$ cat config.mk
export PLATFORM = sky130hd
export DESIGN_NAME = ascii_integer_parser_unit
export DESIGN_NICKNAME = d
export VERILOG_FILES = /design/src/aip_pkg.sv /design/src/ascii_integer_parser_unit.sv
export SDC_FILE = /design/constraint.sdc
export NUM_CORES = 1
export LEC_CHECK = 0
export BUFFER_PORTS_ARGS = -buffer_cell sky130_fd_sc_hd__buf_2
export CAP_MARGIN = 5
export CORE_MARGIN = 2
export CORE_UTILIZATION = 50
export CTS_CLUSTER_DIAMETER = 30
export DETAILED_ROUTE_END_ITERATION = 12
export PLACE_DENSITY = 0.78
export SYNTH_ARGS = -nofsm -noshare
export SYNTH_HDL_FRONTEND = slang
export SYNTH_SLANG_ARGS = --single-unit
$ cat constraint.sdc
create_clock -name clk_i -period 9.5 [get_ports clk_i]
set_input_delay 0.95 -clock clk_i [delete_from_list [all_inputs] [get_ports clk_i]]
set_output_delay 0.95 -clock clk_i [all_outputs]
set_load 0.02 [all_outputs]
$ cat src/aip_pkg.sv
// Package for the ASCII integer parser: widths, phase, character and radix codes, digit decode.
package aip_pkg;

  localparam int unsigned MaxCharsDefault = 4096;
  localparam int unsigned ConsumedW       = 13;
  localparam int unsigned ValueW          = 64;
  localparam int unsigned RadixW          = 6;
  localparam int unsigned CharW           = 8;

  typedef enum logic [2:0] {
    PhIdle   = 3'd0,
    PhWs     = 3'd1,
    PhPrefix = 3'd2,
    PhZero   = 3'd3,
    PhDigits = 3'd4
  } phase_e;

  localparam logic [CharW-1:0] ChNul   = 8'h00;
  localparam logic [CharW-1:0] ChSpace = 8'h20;
  localparam logic [CharW-1:0] ChTab   = 8'h09;
  localparam logic [CharW-1:0] ChCr    = 8'h0d;
  localparam logic [CharW-1:0] ChPlus  = 8'h2b;
  localparam logic [CharW-1:0] ChMinus = 8'h2d;
  localparam logic [CharW-1:0] ChZero  = 8'h30;
  localparam logic [CharW-1:0] ChNine  = 8'h39;
  localparam logic [CharW-1:0] ChLowA  = 8'h61;
  localparam logic [CharW-1:0] ChLowZ  = 8'h7a;
  localparam logic [CharW-1:0] ChUpA   = 8'h41;
  localparam logic [CharW-1:0] ChUpZ   = 8'h5a;
  localparam logic [CharW-1:0] ChLowX  = 8'h78;
  localparam logic [CharW-1:0] ChUpX   = 8'h58;

  localparam logic [RadixW-1:0] RadixAuto = 6'd0;
  localparam logic [RadixW-1:0] RadixOct  = 6'd8;
  localparam logic [RadixW-1:0] RadixDec  = 6'd10;
  localparam logic [RadixW-1:0] RadixHex  = 6'd16;

  typedef struct packed {
    logic              ok;
    logic [RadixW-1:0] val;
  } digit_t;

  function automatic logic is_ws(input logic [CharW-1:0] c);
    return (c == ChSpace) || ((c >= ChTab) && (c <= ChCr));
  endfunction

  function automatic digit_t digit_of(input logic [CharW-1:0] c);
    digit_t d;
    logic [CharW-1:0] t;
    d = '0;
    t = '0;
    if ((c >= ChZero) && (c <= ChNine)) begin
      t = c - ChZero;
      d.ok = 1'b1;
    end else if ((c >= ChLowA) && (c <= ChLowZ)) begin
      t = c - ChLowA + 8'd10;
      d.ok = 1'b1;
    end else if ((c >= ChUpA) && (c <= ChUpZ)) begin
      t = c - ChUpA + 8'd10;
      d.ok = 1'b1;
    end
    d.val = t[RadixW-1:0];
    return d;
  endfunction

endpackage

$ cat src/ascii_integer_parser_unit.sv
// Streaming ASCII-to-integer parser, one character per item.
// Pipeline: an accepted item is registered in the input stage, then processed into the
//   parser state and the output register once the output register is free.
// Throughput: one item per cycle while the output is not stalled; the single 64x6
//   multiply-add on the accumulator lies on the parser-state feedback path.
// Reset: asynchronous, active low; clears the pipeline valids and the parser state.
module ascii_integer_parser_unit
  import aip_pkg::*;
#(
  parameter int unsigned MAX_CHARS = MaxCharsDefault
) (
  input  logic                 clk_i,
  input  logic                 rst_ni,
  input  logic                 in_valid_i,
  output logic                 in_stall_o,
  input  logic [CharW-1:0]     ch_i,
  input  logic                 first_i,
  input  logic [RadixW-1:0]    radix_i,
  output logic                 out_valid_o,
  input  logic                 out_stall_i,
  output logic [ValueW-1:0]    value_o,
  output logic [ConsumedW-1:0] consumed_o
);

  localparam int unsigned CntW = $clog2(MAX_CHARS + 1);

  logic                 s1_valid_q;
  logic [CharW-1:0]     ch_q;
  logic                 first_q;
  logic [RadixW-1:0]    radix_in_q;

  phase_e               phase_q, phase_d;
  logic [ValueW-1:0]    accum_q, accum_d;
  logic [RadixW-1:0]    radix_q, radix_d;
  logic                 minus_q, minus_d;
  logic [CntW-1:0]      count_q, count_d;

  logic                 out_valid_q;
  logic [ValueW-1:0]    value_q;
  logic [ConsumedW-1:0] consumed_q;

  logic                 out_free;
  logic                 in_accept;
  logic                 proc;
  logic                 emit;
  logic                 take;
  logic                 done;
  digit_t               dig;
  logic [ValueW-1:0]    product;
  logic [ValueW-1:0]    result_value;
  logic [CntW+ConsumedW-1:0] count_ext;

  assign out_free   = !out_valid_q || !out_stall_i;
  assign in_stall_o = s1_valid_q && !out_free;
  assign in_accept  = in_valid_i && !in_stall_o;
  assign proc       = s1_valid_q && out_free;
  assign dig        = digit_of(ch_q);

  always_comb begin
    phase_d = phase_q;
    accum_d = accum_q;
    radix_d = radix_q;
    minus_d = minus_q;
    count_d = count_q;
    emit    = 1'b0;
    take    = 1'b0;
    done    = 1'b0;
    product = '0;
    if (first_q) begin
      phase_d = PhWs;
      accum_d = '0;
      radix_d = radix_in_q;
      minus_d = 1'b0;
      count_d = '0;
    end
    if (phase_d == PhIdle) begin
      done = 1'b1;
    end
    if (!done && (phase_d == PhWs)) begin
      if (is_ws(ch_q)) begin
        take = 1'b1;
        done = 1'b1;
      end else begin
        phase_d = (radix_d == RadixAuto) ? PhPrefix : PhDigits;
        if ((ch_q == ChPlus) || (ch_q == ChMinus)) begin
          minus_d = (ch_q == ChMinus);
          take    = 1'b1;
          done    = 1'b1;
        end
      end
    end
    if (!done && (phase_d == PhPrefix)) begin
      if (ch_q == ChZero) begin
        take    = 1'b1;
        phase_d = PhZero;
        done    = 1'b1;
      end else begin
        radix_d = RadixDec;
        phase_d = PhDigits;
      end
    end
    if (!done && (phase_d == PhZero)) begin
      if ((ch_q == ChLowX) || (ch_q == ChUpX)) begin
        take    = 1'b1;
        radix_d = RadixHex;
        phase_d = PhDigits;
        done    = 1'b1;
      end else begin
        radix_d = RadixOct;
        phase_d = PhDigits;
      end
    end
    if (!done && (phase_d == PhDigits)) begin
      if (dig.ok && (dig.val < radix_d)) begin
        product = accum_d * ValueW'(radix_d);
        accum_d = product + ValueW'(dig.val);
        take    = 1'b1;
      end else begin
        emit    = 1'b1;
        phase_d = PhIdle;
      end
    end
    if (take && (count_d < CntW'(MAX_CHARS))) begin
      count_d = count_d + CntW'(1);
    end
  end

  assign result_value = minus_d ? (ValueW'(0) - accum_d) : accum_d;
  assign count_ext    = {{ConsumedW{1'b0}}, count_d};

  always_ff @(posedge clk_i or negedge rst_ni) begin
    if (!rst_ni) begin
      s1_valid_q <= 1'b0;
    end else if (!s1_valid_q || out_free) begin
      s1_valid_q <= in_valid_i;
    end
  end

  always_ff @(posedge clk_i) begin
    if (in_accept) begin
      ch_q       <= ch_i;
      first_q    <= first_i;
      radix_in_q <= radix_i;
    end
  end

  always_ff @(posedge clk_i or negedge rst_ni) begin
    if (!rst_ni) begin
      phase_q <= PhIdle;
      accum_q <= '0;
      radix_q <= '0;
      minus_q <= 1'b0;
      count_q <= '0;
    end else if (proc) begin
      phase_q <= phase_d;
      accum_q <= accum_d;
      radix_q <= radix_d;
      minus_q <= minus_d;
      count_q <= count_d;
    end
  end

  always_ff @(posedge clk_i or negedge rst_ni) begin
    if (!rst_ni) begin
      out_valid_q <= 1'b0;
    end else if (out_free) begin
      out_valid_q <= proc && emit;
    end
  end

  always_ff @(posedge clk_i) begin
    if (out_free && proc && emit) begin
      value_q    <= result_value;
      consumed_q <= count_ext[ConsumedW-1:0];
    end
  end

  assign out_valid_o = out_valid_q;
  assign value_o     = value_q;
  assign consumed_o  = consumed_q;

endmodule

==> results of run 1 <==
## synth_stat cells (all sizes together), types with 43 or more instances
library cell,number,area (sq um)
xnor2,89,779.5
a21oi,156,780.8
buf,43,217.7
nor2,486,1827
dfrtp,89,2227
a31oi,46,287.8
inv,87,326.6
edfxtp,92,2763
o21ai,147,743.2
nand3,56,280.3
nand2,282,1061
nor3,47,257.8
clkbuf,96,360.4
ha,144,1802
fa,240,4805
## per-layer routing
metal | share of wire [%] | global-route usage (%) | vias to the layer above
li1 | - | - | 9213
met1 | 41 | 40.63 | 10080
met2 | 46 | 49.21 | 1124
met3 | 8.4 | 5.201 | 232
met4 | 4.8 | 14.77 | 0
met5 | 0 | 0 | -
## timing repair
| item | 4_1_cts | 5_1_grt |
|---|---|---|
| resized for setup | 0 | 9 |
| buffers inserted | 0 | 4 |
| setup endpoints to repair | 0 | 19 |
## critical path: cells and delay by family (launching register included)
family | cells | cell delay, ns
AOI/OAI and AO/OA | 8 | 1.94
xor gates and xnor gates | 1 | 0.20
adders and majority gates | 6 | 2.40
buffers and inverters | 7 | 1.38
DFF | 1 | 0.48
and+or+nand+nor | 10 | 2.43
## cells by family after synthesis
group	share of synthesized area, %
buffers and inverters	4.025
flip-flops	22.20
adder cells (fa/ha/maj)	29.39
AO/OA/AOI/OAI	16.69
multiplexers	1.380
XOR/XNOR	4.859
AND/OR/NAND/NOR	21.46
## path summary, 6_finish.rpt
kind | cells past startpoint | to | slack (ns)
max | 32 | value_o[63] | 0.42
min | 1 | accum_q[0] | 0.48
max reg2reg | 32 | value_o[63] | 0.42
min reg2reg | 2 | accum_q[57] | 0.48
max in group asynchronous | 2 | accum_q[43] | 7.80
min in group clk_i | 2 | accum_q[57] | 0.48
## registers in the layout, summed over array words and instances (netlist names)
| register | cells |
|---|---|
| value_o | 64 |
| count_q | 13 |
| out_valid_o | 1 |
| s1_valid_q | 1 |
| consumed_o | 13 |
| radix_in_q | 6 |
| radix_q | 6 |
| accum_q | 64 |
| ch_q | 8 |
| first_q | 1 |
| phase_q | 3 |
| minus_q | 1 |
## report_power, final
part           switching, uW  leakage (uW)  total (uW)  internal (uW)
Sequential              79.1       0.00210        1050            976
Clock                    373      0.000291         746            372
Combinational           1410       0.00912        2060            649
Total                   1860        0.0115        3860           2000
## layout make-up
type | count | share of cell area [%]
clock buffer | 17 | 1.735
clock inverter | 15 | 0.6583
inverter | 87 | 1.342
multi-input combinational | 2184 | 67.91
sequential | 181 | 20.35
tap | 592 | 3.021
timing repair buffer | 191 | 4.986
## stage by stage
stage,worst slack (ns),area [sq um]
after detailed placement,0.4332,23870
after global routing,-0.007601,24520
after global placement,0.6219,23870
final,0.4154,24520
after floorplan,0.9222,22480
after CTS,0.4025,24460
==> reports/results.ini, run 1 <==
[worst_setup_path]
cp-startpoint = ch_q[0]
critical_path_class = flop to flop
start_kind = flop
crit-reg2reg-launch = ch_q[0]
cp.required_ns = 9.74
cp.arrival_ns = 9.33
crit_top_cell = buf_4
cp_slowest_cell = fa_1
slowest_delay_ns = 0.54
critPathCaptureType = flop
crit_path_max_fanout = 16

[drt]
drt_iter0_drc = 2280
antenna_left = 0
firstDrtPassIters = 6
drt-vias-per-instance = 6.321
routedWlPerCell_um = 21.54
routed_wl_mm = 70.36
drc_errors = 0
route.vias.total = 20650

[flow_run]
maxCapViolations = 0

[cts]
cts_buffers = 17
cts.clk_slew.worst_paths_ns = 0.07
postCtsHoldBufs = 0
cts_buffer_depth = 2
clk_latency_ns = 0.51
cts.sinks = 181
cts_root_buf = clkbuf_16
cts_tree = built
htreeDepth = 4

[logic_synthesis]
yosysUniqueCellTypes = 94
syn_nets = 2994
syn-mean-instance-area_sq_um = 8.675
synthFlopType = edfxtp_1
synth_async_sr_flop_share_pct = 49.17
netlist_area_sq_um = 22480
ys_seq_area_share_pct = 22.20
yosysWarnings = 0
synth_seq_cells = 181
synth_edf_count = 92
netlist_instances = 2591

[place]
hpwlAfterDp_mm = 53.76
dp.cells = 3231
routabilityCongestion = 1.008
port_buffers = 97

[sta]
setup_violations = 0
drv_slew = 0
skew_ns = 0.02058
worstMarginPinSlew_ns = 0.9207
period_share_pct = 95.63
finalCriticalPeriod_ns = 9.085
setup_tns_ns = 0
max_freq_mhz = 110.1
slew-limit-headroom_pct = 38.18
hold_viol_final = 0
hold_slack_ns = 0.4791

[grt]
grt_max_degree = 73
grt_pass1_wl_mm = 112.9
grt_pass1_vias = 20460
grt.total_usage_pct = 30.73
antenna_found_initial = 0
overflow = 0

[cells_and_area]
num-fill-cells = 4002
nNetsFinal = 3065
regArea_sq_um = 4990
layout_commonest_cell = nor2_1
drive_above_1_share_pct = 10.77
final_util_pct = 55.32
n_antenna_cell = 0
multi_input_area_sq_um = 16650
area_growth_pct = 9.073
fin_cells = 3267
final_cell_mix = nor2_1 (483), nand2_1 (279), fa_1 (240)

[die]
start_util_pct = 50.72
die_width_um = 216.0
dieArea_sq_um = 46670
core_sq_um = 44320
die_y_um = 216.0
rows = 77
ios = 98

[pwr]
p_per_area_nw_per_um2 = 157.3
leakage_uw = 0.01151
peakVddDrop_v = 0.0001737
power_uw = 3856

[min_path]
hp-class = primary input to async pin

[run_status]
status = finished clean

Note: power is estimated with default switching activity, not from simulation.
==> run 2, diff against run 1 <==
- REMOVE_ABC_BUFFERS: unset -> 1
==> run 2 against run 1 <==
Against the previous run:
- first-iteration DRC count increased by 0.44%
- highest routed layer unchanged
- critical path depth decreased by 1
- critical path type unchanged
- die area unchanged
- register-to-register slack got worse by 0.10 ns
- sequential share of layout area increased by 0.081 points
- maximum frequency decreased by 1.1%
- utilization decreased by 0.22 points
==> reports/results.ini, run 2 (synthesized netlist as in run 1, its figures left out) <==
[cts]
cts_root_buf = clkbuf_16
cts_buffer_depth = 2
htreeDepth = 4
cts_tree = built
clk_latency_ns = 0.50
cts.clk_slew.worst_paths_ns = 0.08
cts_buffers = 17
cts.sinks = 181
postCtsHoldBufs = 0

[cells_and_area]
nNetsFinal = 3041
fin_cells = 3243
drive_above_1_share_pct = 10.41
final_cell_mix = nor2_1 (483), nand2_1 (279), fa_1 (240)
final_util_pct = 55.10
layout_commonest_cell = nor2_1
area_growth_pct = 8.639
stdcell_area_sq_um = 24420
n_antenna_cell = 0

[drt]
drt-vias-per-instance = 6.362
routed_wl_mm = 70.04
drt_iter0_drc = 2290
routedWlPerCell_um = 21.60
antenna_left = 0
route.vias.total = 20630
drc_errors = 0
firstDrtPassIters = 7

[worst_setup_path]
crit_path_max_fanout = 14
cp_top_family = adder cells
cp.arrival_ns = 9.43
critPathCaptureType = flop
crit_top_cell = buf_4
start_kind = flop
critical_path_class = flop to flop
cp.required_ns = 9.74
crit_buf_inv = 6
slowest_delay_ns = 0.54
cp_slowest_cell = fa_1

[pwr]
p_seq_share_pct = 28.2
peakVddDrop_v = 0.0001801
switching_share_pct = 48.55
power_uw = 3733
p_int_uw = 1920
combPwrFrac_pct = 52.2
pwr-share-clk_pct = 19.6
leakage_uw = 0.01141
switching_power_uw = 1813
p_per_area_nw_per_um2 = 152.9

[die]
start_util_pct = 50.72
die_y_um = 216.0
die_width_um = 216.0
core_sq_um = 44320
dieArea_sq_um = 46670
rows = 77
ios = 98

[place]
dpl_cell_area_sq_um = 23710
dp.cells = 3209
routabilityCongestion = 0.9811
hpwlAfterDp_mm = 52.83
port_buffers = 97

[grt]
grt.total_usage_pct = 30.27
grt_pass1_vias = 20210
grt_max_degree = 107
overflow = 0
antenna_found_initial = 0
grt_pass1_wl_mm = 110.3

[sta]
drv_slew = 0
max_freq_mhz = 108.8
period_share_pct = 96.73
setup_violations = 0
worstMarginPinSlew_ns = 1.144
hold_viol_final = 0
slew-limit-headroom_pct = 23.68
finalCriticalPeriod_ns = 9.189
skew_ns = 0.01400

[run_status]
status = finished clean

[min_path]
hp-class = primary input to async pin

[flow_run]
maxCapViolations = 0

==> run 2: changes by cell type in the layout (fill, tap and decap cells not counted), sizes merged <==
cell / delta
bufinv: -1
clkinv: +2
inv: -1
buf: -24
==> run 2: layout make-up <==
cell class	count	area [sq um]
Multi-Input combinational cell	2184	16730
Fill cell	3956	19900
Sequential cell	181	4990
Tap cell	592	740.7
Clock inverter	15	163.9
Timing Repair Buffer	167	1042
Inverter	87	326.6
Clock buffer	17	425.4
==> run 2: worst reg2reg max path, delay by kind of cell, from the launching register on <==
kind | cells | cell delay [ns]
adders and majority gates | 6 | 2.47
AOI/OAI and AO/OA | 9 | 2.44
and+or+nand+nor | 9 | 2.14
buffers and inverters | 6 | 1.22
DFF | 1 | 0.47
xor gates and xnor gates | 1 | 0.20
==> run 2: stage by stage <==
stage          worst slack (ns)  setup TNS (ns)  hold slack [ns]
6_report                 0.3109               0           0.4831
5_1_grt              -0.0009859      -0.0009859           0.5058
2_1_floorplan            -1.845          -91.08           0.4422
3_5_place_dp           -0.03662        -0.07052           0.4704
4_1_cts                 0.08473               0           0.4786
3_3_place_gp             0.1829               0           0.4553
==> run 2: timing repair <==
action | in CTS | in global routing
pin swaps | 0 | 2
cloned | 0 | 0
setup endpoints to repair | 4 | 35
gates resized for setup | 1 | 27
setup buffers | 0 | 2
==> run 2: path summary, 6_finish.rpt <==
kind / from / to / slack (ns) / cells past startpoint
worst max-delay path: ch_q[1] / value_o[63] / 0.31 / 31
min in group clk_i: accum_q[56] / accum_q[56] / 0.48 / 2
worst max register to register: ch_q[1] / value_o[63] / 0.31 / 31
worst min-delay path: rst_ni / accum_q[9] / 0.48 / 1
max in group asynchronous: rst_ni / accum_q[46] / 7.86 / 2
worst min register to register: accum_q[56] / accum_q[56] / 0.48 / 2
==> run 2: layer usage <==
metal	GRT usage (%)	vias up	wire length [um]
met5	0	-	0
met4	15.25	0	3370
met3	5.624	204	6703
met2	46.66	1165	31690
met1	41.00	10100	28280
li1	-	9158	-
==> run 2: power by group through the flow <==
| stage | Clock, uW | Sequential, uW | Combinational (uW) |
|---|---|---|---|
| 6_report | 731 | 1050 | 1950 |
| 5_1_grt | 769 | 1070 | 2080 |
| 4_1_cts | 743 | 1050 | 1870 |
| 3_5_place_dp | 0 | 1070 | 1860 |
| 3_3_place_gp | 0 | 1060 | 1820 |
| 2_1_floorplan | 0 | 1150 | 1070 |
